<file path="src/hw/rtl/tfc_pkg.sv">
`default_nettype none

package tfc_pkg;

    localparam int SAMPLE_W  = 16;
    localparam int COEF_W    = 16;
    localparam int IDX_W     = 6;
    localparam int PROD_W    = SAMPLE_W + COEF_W;
    localparam int OUT_W     = 16;
    localparam int FRAC_BITS = 15;

    // Coefficient slots reachable through the index field
    localparam int COEF_SLOTS = 1 << IDX_W;

    localparam int IN_DATA_W  = 40;
    localparam int OUT_DATA_W = 16;

    localparam logic signed [OUT_W-1:0] SAT_MAX = 16'sh7fff;
    localparam logic signed [OUT_W-1:0] SAT_MIN = 16'sh8000;

    typedef enum logic {
        MODE_SAMPLE = 1'b0,
        MODE_LOAD   = 1'b1
    } tfc_mode_t;

    typedef struct packed {
        logic coef_we;
        logic mult_en;
        logic shift_en;
    } tfc_cell_ctrl_t;

endpackage

`default_nettype wire

</file>
<file path="src/hw/rtl/tfc_cell.sv">
`default_nettype none

module tfc_cell
    import tfc_pkg::*;
#(
    parameter int ACC_W = 38
) (
    input  wire logic                     clk,
    input  wire logic                     rst_n,
    input  wire tfc_cell_ctrl_t           ctrl,
    input  wire logic signed [SAMPLE_W-1:0] sample,
    input  wire logic signed [COEF_W-1:0] coef_value,
    input  wire logic signed [ACC_W-1:0]  tap_in,
    output logic signed [ACC_W-1:0]       tap_out
);

    logic signed [COEF_W-1:0] coef_reg;
    logic signed [COEF_W-1:0] coef_next;
    logic signed [PROD_W-1:0] prod_reg;
    logic signed [PROD_W-1:0] prod_next;
    logic signed [ACC_W-1:0]  psum_reg;
    logic signed [ACC_W-1:0]  psum_next;

    always_comb
    begin
        coef_next = ctrl.coef_we ? coef_value : coef_reg;
        prod_next = ctrl.mult_en ? PROD_W'(sample) * PROD_W'(coef_reg) : prod_reg;
        psum_next = ctrl.shift_en ? tap_in : psum_reg;
    end

    always_ff @(posedge clk or negedge rst_n)
    begin
        if (!rst_n)
        begin
            coef_reg <= '0;
            psum_reg <= '0;
        end
        else
        begin
            coef_reg <= coef_next;
            psum_reg <= psum_next;
        end
    end

    always_ff @(posedge clk)
    begin
        prod_reg <= prod_next;
    end

    // Partial sum plus this tap's term, handed to the left neighbour
    assign tap_out = psum_reg + ACC_W'(prod_reg);

endmodule

`default_nettype wire

</file>
<file path="config.mk">
export PLATFORM = sky130hd
export DESIGN_NAME = tfc_cell
export DESIGN_NICKNAME = d
export VERILOG_FILES = /design/src/hw/rtl/tfc_pkg.sv /design/src/hw/rtl/tfc_cell.sv
export SDC_FILE = /design/constraint.sdc
export NUM_CORES = 1
export LEC_CHECK = 0
export ABC_AREA = 1
export ABC_CLOCK_PERIOD_IN_PS = 12900
export BUFFER_PORTS_ARGS = -buffer_cell sky130_fd_sc_hd__buf_2
export CORE_MARGIN = 5
export CORE_UTILIZATION = 45
export DETAILED_ROUTE_END_ITERATION = 16
export HOLD_SLACK_MARGIN = 0.15
export PLACE_DENSITY = 0.69
export SYNTH_ARGS = -nofsm -noshare
export SYNTH_HDL_FRONTEND = slang
export SYNTH_SLANG_ARGS = --single-unit
</file>
<file path="constraint.sdc">
create_clock -name clk -period 12.9 [get_ports clk]
set_input_delay 1.935 -clock clk [delete_from_list [all_inputs] [get_ports clk]]
set_output_delay 1.935 -clock clk [all_outputs]
set_load 0.01 [all_outputs]
</file>
# Word level (Yosys, flattened, before mapping)

Cells that the tools add are included.

Register bits: 86
Bits of input ports: 75
Output and inout bits: 38
Logic and storage cells: 5

Add/subtract/negate cells: 1
Multipliers: 1

Operator list:

| cell                                           | number |
|---|---|
| 38-bit by 32-bit adder with 38-bit output      | 1 |
| 16-bit by 16-bit multiplier with 32-bit output | 1 |

# Logic depth before layout (Yosys ltp)

Word-level depth: 1
Gate-level depth with buffers: 26
Mapped depth without buffers: 24

# Worst setup path before layout

OpenSTA, ideal clock, no wires.

Path type: input port to flip-flop
From: in sample[15]
To: reg prod_reg[31] (data pin)
Setup time: 0.252 ns
Arrival: 6.861 ns
Data required time: 12.648 ns
Path slack: 5.787 ns
Cell stages on the path: 21
Buffers on the path: 1
Cells stage by stage: clkbuf_1 > nand2_1 > inv_1 > fa_1 > fa_1 > inv_1 > fa_1 > inv_1 > fa_1 > fa_1 > fa_1 > ha_1 > nand2_1 > nor2_1 > nand2_1 > nor3_1 > nand2_1 > nand3_2 > inv_1 > nand2_1 > nand2_1

Cells in the longest elaborated chain, start to end: 1

Ends and longest elaborated chain:

| element                                        | line           | text |
|---|---|---|
| start, declared                                | tfc_cell.sv:11 | `input wire logic signed [SAMPLE_W-1:0] sample,` |
| 16-bit by 16-bit multiplier with 32-bit output | tfc_cell.sv:27 | `prod_next = ctrl.mult_en ? PROD_W'(sample) * PROD_W'(coef_reg) : prod_reg;` |
| end signal, assigned                           | tfc_cell.sv:47 | `prod_reg <= prod_next;` |
| end, declared                                  | tfc_cell.sv:19 | `logic signed [PROD_W-1:0] prod_reg;` |

Every way passes these cells.
A chain may end at the register's enable or synchronous reset.

# Worst setup path in the final report

From: in sample[15]
To: reg prod_reg[23] (data pin)

Same word-level chain as after synthesis.

==> out/metrics.yaml <==
clock_network:
  total_clock_buffers_created_by_cts: 9
  number_of_resized_instances_in_the_post_cts_repair_step: 0
  clock_latency_ns: 0.36
  clockRootBuffer: "sky130_fd_sc_hd__clkbuf_16"
  post_cts_setup_inserts: 0
  clock_tree.buffer_depth: 2
  h-tree-depth: 3
  cts_hold_buffers: 0
  cts.reportedPaths.clkPinSlew_ns: 0.07
  tritoncts_clock_tree: "yes"
  count_of_clock_tree_sinks: 86
sta:
  grt_setup_unrepaired: "false"
  worst-slew-pin-transition_ns: 0.9162
  setup-violations-final: 0
  final_hold_viols: 0
  slew-limit-headroom_pct: 38.92
  post-route-worst-setup-slack_ns: 5.500
  period_needed_ns: 7.400
  maxSlewViolCount: 0
  setup-tns-final_ns: 0
  timing.fmax_mhz: 135.1
  skew_ns: 0.007442
  timing.final.crit_share_pct: 57.36
yosys:
  synthTopCellsByArea: "sky130_fd_sc_hd__fa_1 (32%), sky130_fd_sc_hd__nand2_1 (15%), sky130_fd_sc_hd__inv_1 (13%)"
  total_nets_after_synthesis: 2642
  synth_top_area_share_pct: 31.79
  synth.distinct_cells: 33
  synth_sequential_area_ratio_pct: 13.96
  synth_area_sq_um: 16560
  ys_ff_latch: 86
  post_synth.cell_area_avg_sq_um: 7.579
  synth_instances: 2185
  synth_top_area_cell: "sky130_fd_sc_hd__fa_1"
  ys.warnings.count: 0
critical_path:
  crit-reg2reg-launch: "coef_reg[1]$_DFFE_PN0P_"
  worstReg2RegEnd: "prod_reg[23]$_DFFE_PP_"
  worst-setup-path-type: "in2reg"
  critPathRequiredTime_ns: 13.08
  worst_r2r_path_depth: 18
  crit_path_max_fanout: 16
  timing.critical_path.cells: "buf_2 > nand2_1 > inv_1 > fa_1 > fa_1 > fa_1 > fa_1 > fa_1 > inv_1 > fa_1 > inv_1 > ha_1 > nand2_2 > nor2_2 > inv_1 > nor2_2 > nand4_1 > nand3b_1 > xor2_1"
  worst-endpoint-arrival_ns: 7.58
  crit_buf_inv: 5
  worst_path_dominant_cell_family: "adder cells"
  cpMostUsedCell: "sky130_fd_sc_hd__fa_1"
  setup.reg_to_reg.worst_slack_ns: 6.55
  timing.critical_path.to_type: "flip-flop"
  critical-path-slowest-cell: "sky130_fd_sc_hd__fa_1"
  timing.critical_path.slowest_cell_delay_ns: 0.85
  cp-start-kind: "primary input"
die:
  rows: 70
  fp.dieH_um: 201.8
  die_area_sq_um: 40740
  floorplan.initialDensity_pct: 45.45
  dieWidth_um: 201.8
  coreArea_sq_um: 36430
  boundaryPins: 113
finish:
  antennaDiodeCount: 0
  mostFrequentLayoutCells: "sky130_fd_sc_hd__nand2_1 (647), sky130_fd_sc_hd__inv_1 (589), sky130_fd_sc_hd__fa_1 (263)"
  areaGrowthSynthToFinish_pct: 7.343
  largest_register_ff_count: 38
  post_route_standard_cell_area_excluding_fillers_sq_um: 17780
  mostFrequentLayoutCell: "sky130_fd_sc_hd__nand2_1"
  fillerInstances: 3624
  net_total_in_the_final_layout: 2703
  post_route_cells_drive_above_1_share_pct: 9.685
detailed_routing:
  drc_errors: 0
  wirelength_um: 42230
  avgRoutedWirePerCell_um: 15.53
  dr.first_iter.drc_count: 749
  drtAntennaViolNets: 0
  detail_route.vias_per_cell: 4.933
  detailedRoute.firstPassIterationCount: 5
  dr_total_vias: 13410
placement:
  placed_cell_area_sq_um: 17480
  dp_slack_ns: 5.099
  hpwl_after_detailed_placement_um: 36130
  placement.io_buffers: 112
  final_replace_weighted_congestion: 0.9527
min_path:
  worst_hold_startpoint: "psum_reg[0]$_DFFE_PN0P_"
  worst_hold_path.num_cells: 1
  timing.hold.worst_endpoint: "psum_reg[0]$_DFFE_PN0P_"
  worstHoldPathType: "reg2reg"
global_routing:
  grt_antenna_before_repair: 0
  vias_in_the_first_global_route: 14550
  globalRouteOverflowTotal: 0
  grt_usage_pct: 21.77
  grt_start_max_net_pins: 55
  grt_first_pass_wirelength_um: 71940
job:
  drv.max_cap_violation_count: 0
run_status:
  run_status: "finished clean"
-- cell usage after synthesis --
master	instances
sky130_fd_sc_hd__nand2_1	647
sky130_fd_sc_hd__inv_1	589
sky130_fd_sc_hd__fa_1	263
sky130_fd_sc_hd__ha_1	119
sky130_fd_sc_hd__nor2_1	105
sky130_fd_sc_hd__nand3_1	60
sky130_fd_sc_hd__clkbuf_1	59
sky130_fd_sc_hd__dfrtp_1	54
sky130_fd_sc_hd__a21oi_1	53
sky130_fd_sc_hd__mux2_2	52
sky130_fd_sc_hd__xor2_1	36
sky130_fd_sc_hd__edfxtp_1	32
sky130_fd_sc_hd__nand4_1	19
sky130_fd_sc_hd__o21ai_0	17
sky130_fd_sc_hd__nand2_2	13
sky130_fd_sc_hd__o21bai_1	10
sky130_fd_sc_hd__xnor2_1	10
sky130_fd_sc_hd__nor2_2	8
sky130_fd_sc_hd__nor3_1	8
sky130_fd_sc_hd__buf_2	6
sky130_fd_sc_hd__nand3_2	5
sky130_fd_sc_hd__or2_2	3
sky130_fd_sc_hd__a21boi_0	2
sky130_fd_sc_hd__a21oi_2	2
sky130_fd_sc_hd__nand3b_1	2
sky130_fd_sc_hd__nor3_2	2
sky130_fd_sc_hd__o21a_1	2
sky130_fd_sc_hd__or2_1	2
sky130_fd_sc_hd__a21o_1	1
sky130_fd_sc_hd__and2_1	1
sky130_fd_sc_hd__nor2_4	1
sky130_fd_sc_hd__o21ai_1	1
sky130_fd_sc_hd__o21bai_2	1
-- kinds of logic (layout without fill, tap and decap cells) --
family                     count (synthesis)  in the layout  share of synthesized area (%)
adders and majority gates                382            382                          40.78
xor gates and xnor gates                  46             46                          2.433
muxes                                     52             52                          3.536
AOI/OAI and AO/OA                         89             89                          2.999
DFF                                       86             86                          13.96
and+or+nand+nor                          876            876                          21.42
buffers and inverters                    654            720                          14.87
-- per-layer routing --
layer	wire length (um)	vias to the layer above	part of all wire (%)	global-route usage, %
met2	20650	318	49	38.21
met3	1791	85	4.2	2.519
met4	1420	0	3.4	6.836
met1	18370	6532	43	28.30
li1	-	6477	-	-
met5	0	-	0	0
-- cell type report --
cell class	count	area (sq um)	area share [%]
Clock inverter	6	48.80	0.2745
Sequential cell	86	2312	13.01
Tap cell	468	585.6	3.294
Timing Repair Buffer	115	583.1	3.280
Clock buffer	10	250.2	1.408
Multi-Input combinational cell	1445	11790	66.30
Inverter	589	2211	12.44
-- worst max path at each step --
stage / startpoint / endpoint / depth (start not counted)
floorplan: sample[15] / prod_reg[31]$_DFFE_PP_ / 21
global placement: sample[15] / prod_reg[23]$_DFFE_PP_ / 19
detailed placement: sample[15] / prod_reg[23]$_DFFE_PP_ / 19
CTS: sample[15] / prod_reg[23]$_DFFE_PP_ / 19
global route: sample[15] / prod_reg[23]$_DFFE_PP_ / 19
finish: sample[15] / prod_reg[23]$_DFFE_PP_ / 19
-- stage by stage --
stage	cells	hold WS, ns	util [%]
2_1_floorplan	2185	0.4849	-
3_3_place_gp	2703	0.4957	47.97
3_5_place_dp	2703	0.5012	47.97
4_1_cts	2719	0.5163	48.79
5_1_grt	2719	0.5264	48.79
6_report	2719	0.5135	48.79
Power is left out: the tool's default activity adds up to more than one toggle a clock period on the data nets, which glitch-free logic cannot reach.
