--- src/hw/rtl/tfc_pkg.sv ---
`default_nettype none

package tfc_pkg;

    localparam int SAMPLE_W  = 16;
    localparam int COEF_W    = 16;
    localparam int IDX_W     = 6;
    localparam int PROD_W    = SAMPLE_W + COEF_W;
    localparam int OUT_W     = 16;
    localparam int FRAC_BITS = 15;

    // Coefficient slots reachable through the index field
    localparam int COEF_SLOTS = 1 << IDX_W;

    localparam int IN_DATA_W  = 40;
    localparam int OUT_DATA_W = 16;

    localparam logic signed [OUT_W-1:0] SAT_MAX = 16'sh7fff;
    localparam logic signed [OUT_W-1:0] SAT_MIN = 16'sh8000;

    typedef enum logic {
        MODE_SAMPLE = 1'b0,
        MODE_LOAD   = 1'b1
    } tfc_mode_t;

    typedef struct packed {
        logic coef_we;
        logic mult_en;
        logic shift_en;
    } tfc_cell_ctrl_t;

endpackage

`default_nettype wire

--- src/hw/rtl/tfc_out.sv ---
`default_nettype none

module tfc_out
    import tfc_pkg::*;
#(
    parameter int ACC_W = 38
) (
    input  wire logic                    clk,
    input  wire logic                    rst_n,
    input  wire logic                    sum_valid,
    input  wire logic signed [ACC_W-1:0] sum,
    output logic                         sum_pending,
    output logic                         m_tvalid,
    input  wire logic                    m_tready,
    output logic [OUT_DATA_W-1:0]        m_tdata,   // filtered[15:0]
    output logic                         m_tuser    // clipped
);

    logic                    acc_valid_reg;
    logic                    acc_valid_next;
    logic signed [ACC_W-1:0] acc_reg;
    logic signed [ACC_W-1:0] acc_next;
    logic                    out_valid_reg;
    logic                    out_valid_next;
    logic signed [OUT_W-1:0] out_data_reg;
    logic signed [OUT_W-1:0] out_data_next;
    logic                    out_clip_reg;
    logic                    out_clip_next;

    logic                    move;
    logic signed [ACC_W:0]   rounded;
    logic                    sign;
    logic                    pos_ovf;
    logic                    neg_ovf;

    assign move = acc_valid_reg && (!out_valid_reg || m_tready);

    // Round half up, then the sign and upper bits decide saturation
    always_comb
    begin
        rounded = {acc_reg[ACC_W-1], acc_reg} + (ACC_W+1)'(1 << (FRAC_BITS - 1));
        sign    = rounded[ACC_W];
        pos_ovf = !sign && (|rounded[ACC_W-1:FRAC_BITS+OUT_W-1]);
        neg_ovf = sign && !(&rounded[ACC_W-1:FRAC_BITS+OUT_W-1]);
    end

    always_comb
    begin
        acc_valid_next = acc_valid_reg;
        acc_next       = acc_reg;
        out_valid_next = out_valid_reg;
        out_data_next  = out_data_reg;
        out_clip_next  = out_clip_reg;

        if (out_valid_reg && m_tready)
        begin
            out_valid_next = 1'b0;
        end

        if (move)
        begin
            acc_valid_next = 1'b0;
            out_valid_next = 1'b1;
            out_clip_next  = pos_ovf || neg_ovf;
            if (pos_ovf)
            begin
                out_data_next = SAT_MAX;
            end
            else if (neg_ovf)
            begin
                out_data_next = SAT_MIN;
            end
            else
            begin
                out_data_next = rounded[FRAC_BITS+OUT_W-1:FRAC_BITS];
            end
        end

        if (sum_valid)
        begin
            acc_valid_next = 1'b1;
            acc_next       = sum;
        end
    end

    always_ff @(posedge clk or negedge rst_n)
    begin
        if (!rst_n)
        begin
            acc_valid_reg <= 1'b0;
            out_valid_reg <= 1'b0;
        end
        else
        begin
            acc_valid_reg <= acc_valid_next;
            out_valid_reg <= out_valid_next;
        end
    end

    always_ff @(posedge clk)
    begin
        acc_reg      <= acc_next;
        out_data_reg <= out_data_next;
        out_clip_reg <= out_clip_next;
    end

    assign sum_pending = acc_valid_reg;
    assign m_tvalid    = out_valid_reg;
    assign m_tdata     = out_data_reg;
    assign m_tuser     = out_clip_reg;

endmodule

`default_nettype wire

--- config.mk ---
export PLATFORM = sky130hd
export DESIGN_NAME = tfc_out
export DESIGN_NICKNAME = d
export VERILOG_FILES = /design/src/hw/rtl/tfc_pkg.sv /design/src/hw/rtl/tfc_out.sv
export SDC_FILE = /design/constraint.sdc
export NUM_CORES = 1
export LEC_CHECK = 0
export ABC_AREA = 1
export BUFFER_PORTS_ARGS = -buffer_cell sky130_fd_sc_hd__clkbuf_2
export CORE_MARGIN = 2
export CORE_UTILIZATION = 47
export DETAILED_ROUTE_END_ITERATION = 10
export PLACE_DENSITY = 0.76
export SYNTH_ARGS = -nofsm -noshare
export SYNTH_HDL_FRONTEND = slang
export SYNTH_SLANG_ARGS = --single-unit
--- constraint.sdc ---
create_clock -name clk -period 1.9 [get_ports clk]
set_input_delay 0.475 -clock clk [delete_from_list [all_inputs] [get_ports clk]]
set_output_delay 0.475 -clock clk [all_outputs]
set_load 0.02 [all_outputs]
* Word-level counts from Yosys, hierarchy flattened *
Cells that the tools add are included.
Widths: inputs -> output; s select.

operators by class
  $add $sub $neg = 1
  muxes and demuxes = 5
  reduce and logical (&&, ||, !) cells = 13

operators with widths
  cell                    number
  $add 38x16->39 const B  1
  $mux 16                 1
  $reduce_and 8->1        1
  $reduce_or 8->1         1
  $logic_and 1x1->1       4
  $mux 1                  4
  $reduce_bool 2->1       2
  $logic_not 1->1         3
  $logic_or 1x1->1        2

storage, ports and cells
  bits in registers = 57
  input bits = 42
  output and inout bits = 19
  word-level logic and storage cells = 24

* Depth between registers and ports, before layout *
  depth in word-level cells = 5
  mapped depth = 15
  gate-level depth less buffers = 14

* Least setup slack after synthesis *
Ideal clock, no wire load.

  kind = register -> register
  from = register acc_reg[14]
  to = register out_data_reg[10], in the netlist m_tdata[10], data pin
  setup time = 0.251 ns
  data arrival time = 1.727 ns
  required time = 1.649 ns
  setup slack = -0.078 ns
  cell stages (with the launch flop) = 13
  clock period less this slack = 1.978 ns
  path through = edfxtp_1 > ha_1 > nand2_2 > nor2_8 > nand2_4 > nor2_8 > nand2_2 > inv_1 > a21oi_1 > inv_1 > nand2_2 > buf_12 > nand2_2

on the way
  longest elaborated chain between the ends = 5
  elaborated cells on any way between the ends = 8

ends and longest elaborated chain
  what                      line            RTL
  start: declaration        tfc_out.sv:21   logic signed [ACC_W-1:0] acc_reg;
  start signal: assignment  tfc_out.sv:102  acc_reg <= acc_next;
  $add 38x16->39 (*)        tfc_out.sv:41   rounded = {acc_reg[ACC_W-1], acc_reg} + (ACC_W+1)'(1 << (FRAC_BITS - 1));
  $reduce_and 8->1          tfc_out.sv:44   neg_ovf = sign && !(&rounded[ACC_W-1:FRAC_BITS+OUT_W-1]);
  $logic_not 1->1           tfc_out.sv:44
  $logic_and 1x1->1         tfc_out.sv:44
  $mux 16                   tfc_out.sv:69   else if (neg_ovf)
  end signal: assignment    tfc_out.sv:103  out_data_reg <= out_data_next;
  end: declaration          tfc_out.sv:25   logic signed [OUT_W-1:0] out_data_reg;

Mark *: on every way between the ends. The rest lies on a longest branch, timed or not.
A chain may end at the register's enable or synchronous reset.

* Final worst setup path *
  from = register acc_reg[15]
  to = register out_data_reg[0], in the netlist m_tdata[0], data pin

The elaborated chain is that of the path after synthesis.

==> impl_metrics.tcl <==
set metrics [dict create \
    status "complete, but fails checks" \
    violations "negative setup slack" \
    maxCapViolCount 0 \
    setup_ws_ns -0.0908 \
    ir_worst_vdd_v 0.000398 \
    critPathArrivalTime_ns 2.04 \
    end_kind "flop" \
    path_buf_inv 1 \
    cts_tree "done" \
    drive_gt1_share_pct 38.9 \
    tightest_slew_ns 0.558 \
    reg2reg_slack_ns -0.09 \
    first_global_vias 1417 \
    routabilityCongestion 0.867 \
    grt_usage_pct 15.5 \
    largest_reg_flops 24 \
    h-tree-depth 2 \
    critPathLaunchType "flop" \
    leakage_nw 1.26 \
    slew_violations 0 \
    most-common-layout-cells "nand2_1, clkbuf_2, edfxtp_1, nand2_2, nor2_1" \
    numCtsBuffers 5 \
    ys.flop_type "edfxtp_1" \
    port_buffers 46 \
    post-route-period-util_pct 105 \
    setup_tns_ns -1.20 \
    syn_nets 267 \
    netlist_instances 224 \
    report.final.hold_viol_count 0 \
    wl_per_cell_um 11.1 \
    syn2layout_area_growth_pct 23.8 \
    clk_latency_ns 0.29 \
    slew_headroom_pct 62.8 \
    yosysSeqAreaShare_pct 56.3 \
    worstHoldPathType "in2reg" \
    fp.dieW_um 73.6 \
    critPathKind "reg2reg" \
    syn_avg_cell_area_um2 10.2 \
    dp_slack_ns -0.110 \
    fmax_mhz 502 \
    grt.overflow.total 0 \
    fin_crit_ns 1.99 \
    finalClockSkew_ns 0.00617 \
    cpMostUsedCell "nand2_1" \
    rows 25 \
    cp_slowest_stage_delay_ns 0.41 \
    cts.sinks 43 \
    dr.pass1.iters 4 \
    grt_max_degree 26 \
    fin_area_mm2 0.00282 \
    dp.final_hpwl_um 3040 \
    synth_edf_count 41 \
    clockBufferDepth 2 \
    synth_area_mm2 0.00228 \
    required_ns 1.95 \
    synthArstFlopShare_pct 4.65 \
    synth_cell_types 22 \
    vias 1637 \
    postRouteAntennaNets 0 \
    drt_iter0_drc 72 \
    yosys_register_bits 43 \
    initial_utilization_pct 48.5 \
    dieArea_mm2 0.00542 \
    yosys_warnings 0 \
    critPathMaxFanout 16 \
    final_common_cell "nand2_1" \
    powerDensity_mw_per_mm2 729 \
    crit_slowest_cell "edfxtp_1" \
    grt_first_pass_wirelength_um 6220 \
    path_cells "ha_4 > nand2_4 > nor2_8 > nand2_4 > nor2_4 > nand2_1 > nand2_1 > nand2_2 > nor2_1 > nand4_1 > nand2_2 > buf_12 > nand2_1" \
    core_area_mm2 0.00469 \
    viasPerCell 4.72 \
    diodes 0 \
    place_area_mm2 0.00266 \
    fillers 393 \
    setup_viol 16 \
    ioPinCount 61 \
    rsz0062_at_grt "yes" \
    die_h_um 73.6 \
    drcViolationCount 0 \
    routed_wl_um 3840 \
    nNetsFinal 337 \
    totalPowerFinal_w 0.00205 \
    antenna_found_initial 0 \
    path_clk_slew_ns 0.07 \
    root_buffer "clkbuf_8" \
    crit_family "simple AND/OR/NAND/NOR gates" \
]
==> power breakdown <==
group / internal [W] / total, W / switching, W / leakage, nW
clock: 0.000245 / 0.000512 / 0.000267 / 0.0371
sequential: 0.00113 / 0.00118 / 0.0000499 / 0.414
combinational: 0.000140 / 0.000358 / 0.000217 / 0.813
total: 0.00152 / 0.00205 / 0.000534 / 1.26
==> per-layer routing <==
metal	part of all wire [%]	global-route usage, %	vias up	wire length, um
met1	45	20.1	709	1710
met4	1.6	5.86	0	60
met3	5.7	4.53	9	218
li1	-	-	860	-
met5	0	0	-	0
met2	48	24.6	59	1850
==> worst reg2reg max path, cell delays in order, from the launching register on <==
cell      delay (ns)
edfxtp_1        0.41
ha_4            0.17
nand2_4         0.07
nor2_8          0.16
nand2_4         0.07
nor2_4          0.13
nand2_1         0.06
nand2_1         0.07
nand2_2         0.05
nor2_1          0.11
nand4_1         0.12
nand2_2         0.09
buf_12          0.15
nand2_1         0.07
==> path summary, 6_finish.rpt <==
kind                                  start           to  cells after the start
worst max-delay path            acc_reg[15]   m_tdata[0]                     13
worst min-delay path                sum[25]  acc_reg[25]                      1
worst max register to register  acc_reg[15]   m_tdata[0]                     13
worst min register to register  sum_pending     m_tvalid                      2
max in group asynchronous             rst_n  sum_pending                      2
min in group asynchronous             rst_n     m_tvalid                      2
==> synth_stat cells, drive strengths merged, types with 3 or more instances <==
cell | number | area (um2)
nand3 | 11 | 70.1
edfxtp | 41 | 1230
o21bai | 3 | 22.5
xor2 | 10 | 87.6
nor2 | 34 | 195
xnor2 | 4 | 35.0
inv | 21 | 78.8
nand2 | 87 | 409
a21oi | 3 | 15.0
==> repair_timing <==
| item | in CTS | in global routing |
|---|---|---|
| gates resized for setup | 1 | 5 |
| hold buffers | 1 | 0 |
| buffers inserted | 1 | 2 |
| pin swaps | 1 | 5 |
| endpoints found under the hold margin | 2 | 0 |
| cloned | 0 | 1 |
| setup endpoints to repair | 16 | 16 |
==> cells by family (layout without fill, tap and decap cells) <==
kind of cell / Yosys count / in the layout / share of synthesized area (%)
buffers and inverters: 23 / 91 / 5.22
adders and majority gates: 1 / 1 / 0.549
xor gates and xnor gates: 14 / 14 / 5.38
AOI/OAI and AO/OA: 8 / 8 / 2.09
DFF: 43 / 43 / 56.3
and+or+nand+nor: 135 / 136 / 30.5
==> metrics by stage <==
stage / hold slack (ns) / utilization, % / std cells
2_1_floorplan: 0.179 / - / 224
4_1_cts: 0.347 / 58.9 / 344
5_1_grt: 0.337 / 60.1 / 347
3_5_place_dp: 0.267 / 56.8 / 336
3_3_place_gp: 0.260 / 56.8 / 336
6_report: 0.355 / 60.1 / 347
==> cell type report <==
type / count / area [um2] / share of cell area, %
Sequential cell: 43 / 1280 / 45.5
Multi-Input combinational cell: 159 / 938 / 33.3
Timing Repair Buffer: 64 / 380 / 13.5
Inverter: 21 / 78.8 / 2.80
Clock buffer: 6 / 72.6 / 2.57
Tap cell: 54 / 67.6 / 2.40
No activity file was read; power rests on OpenSTA's default activity.
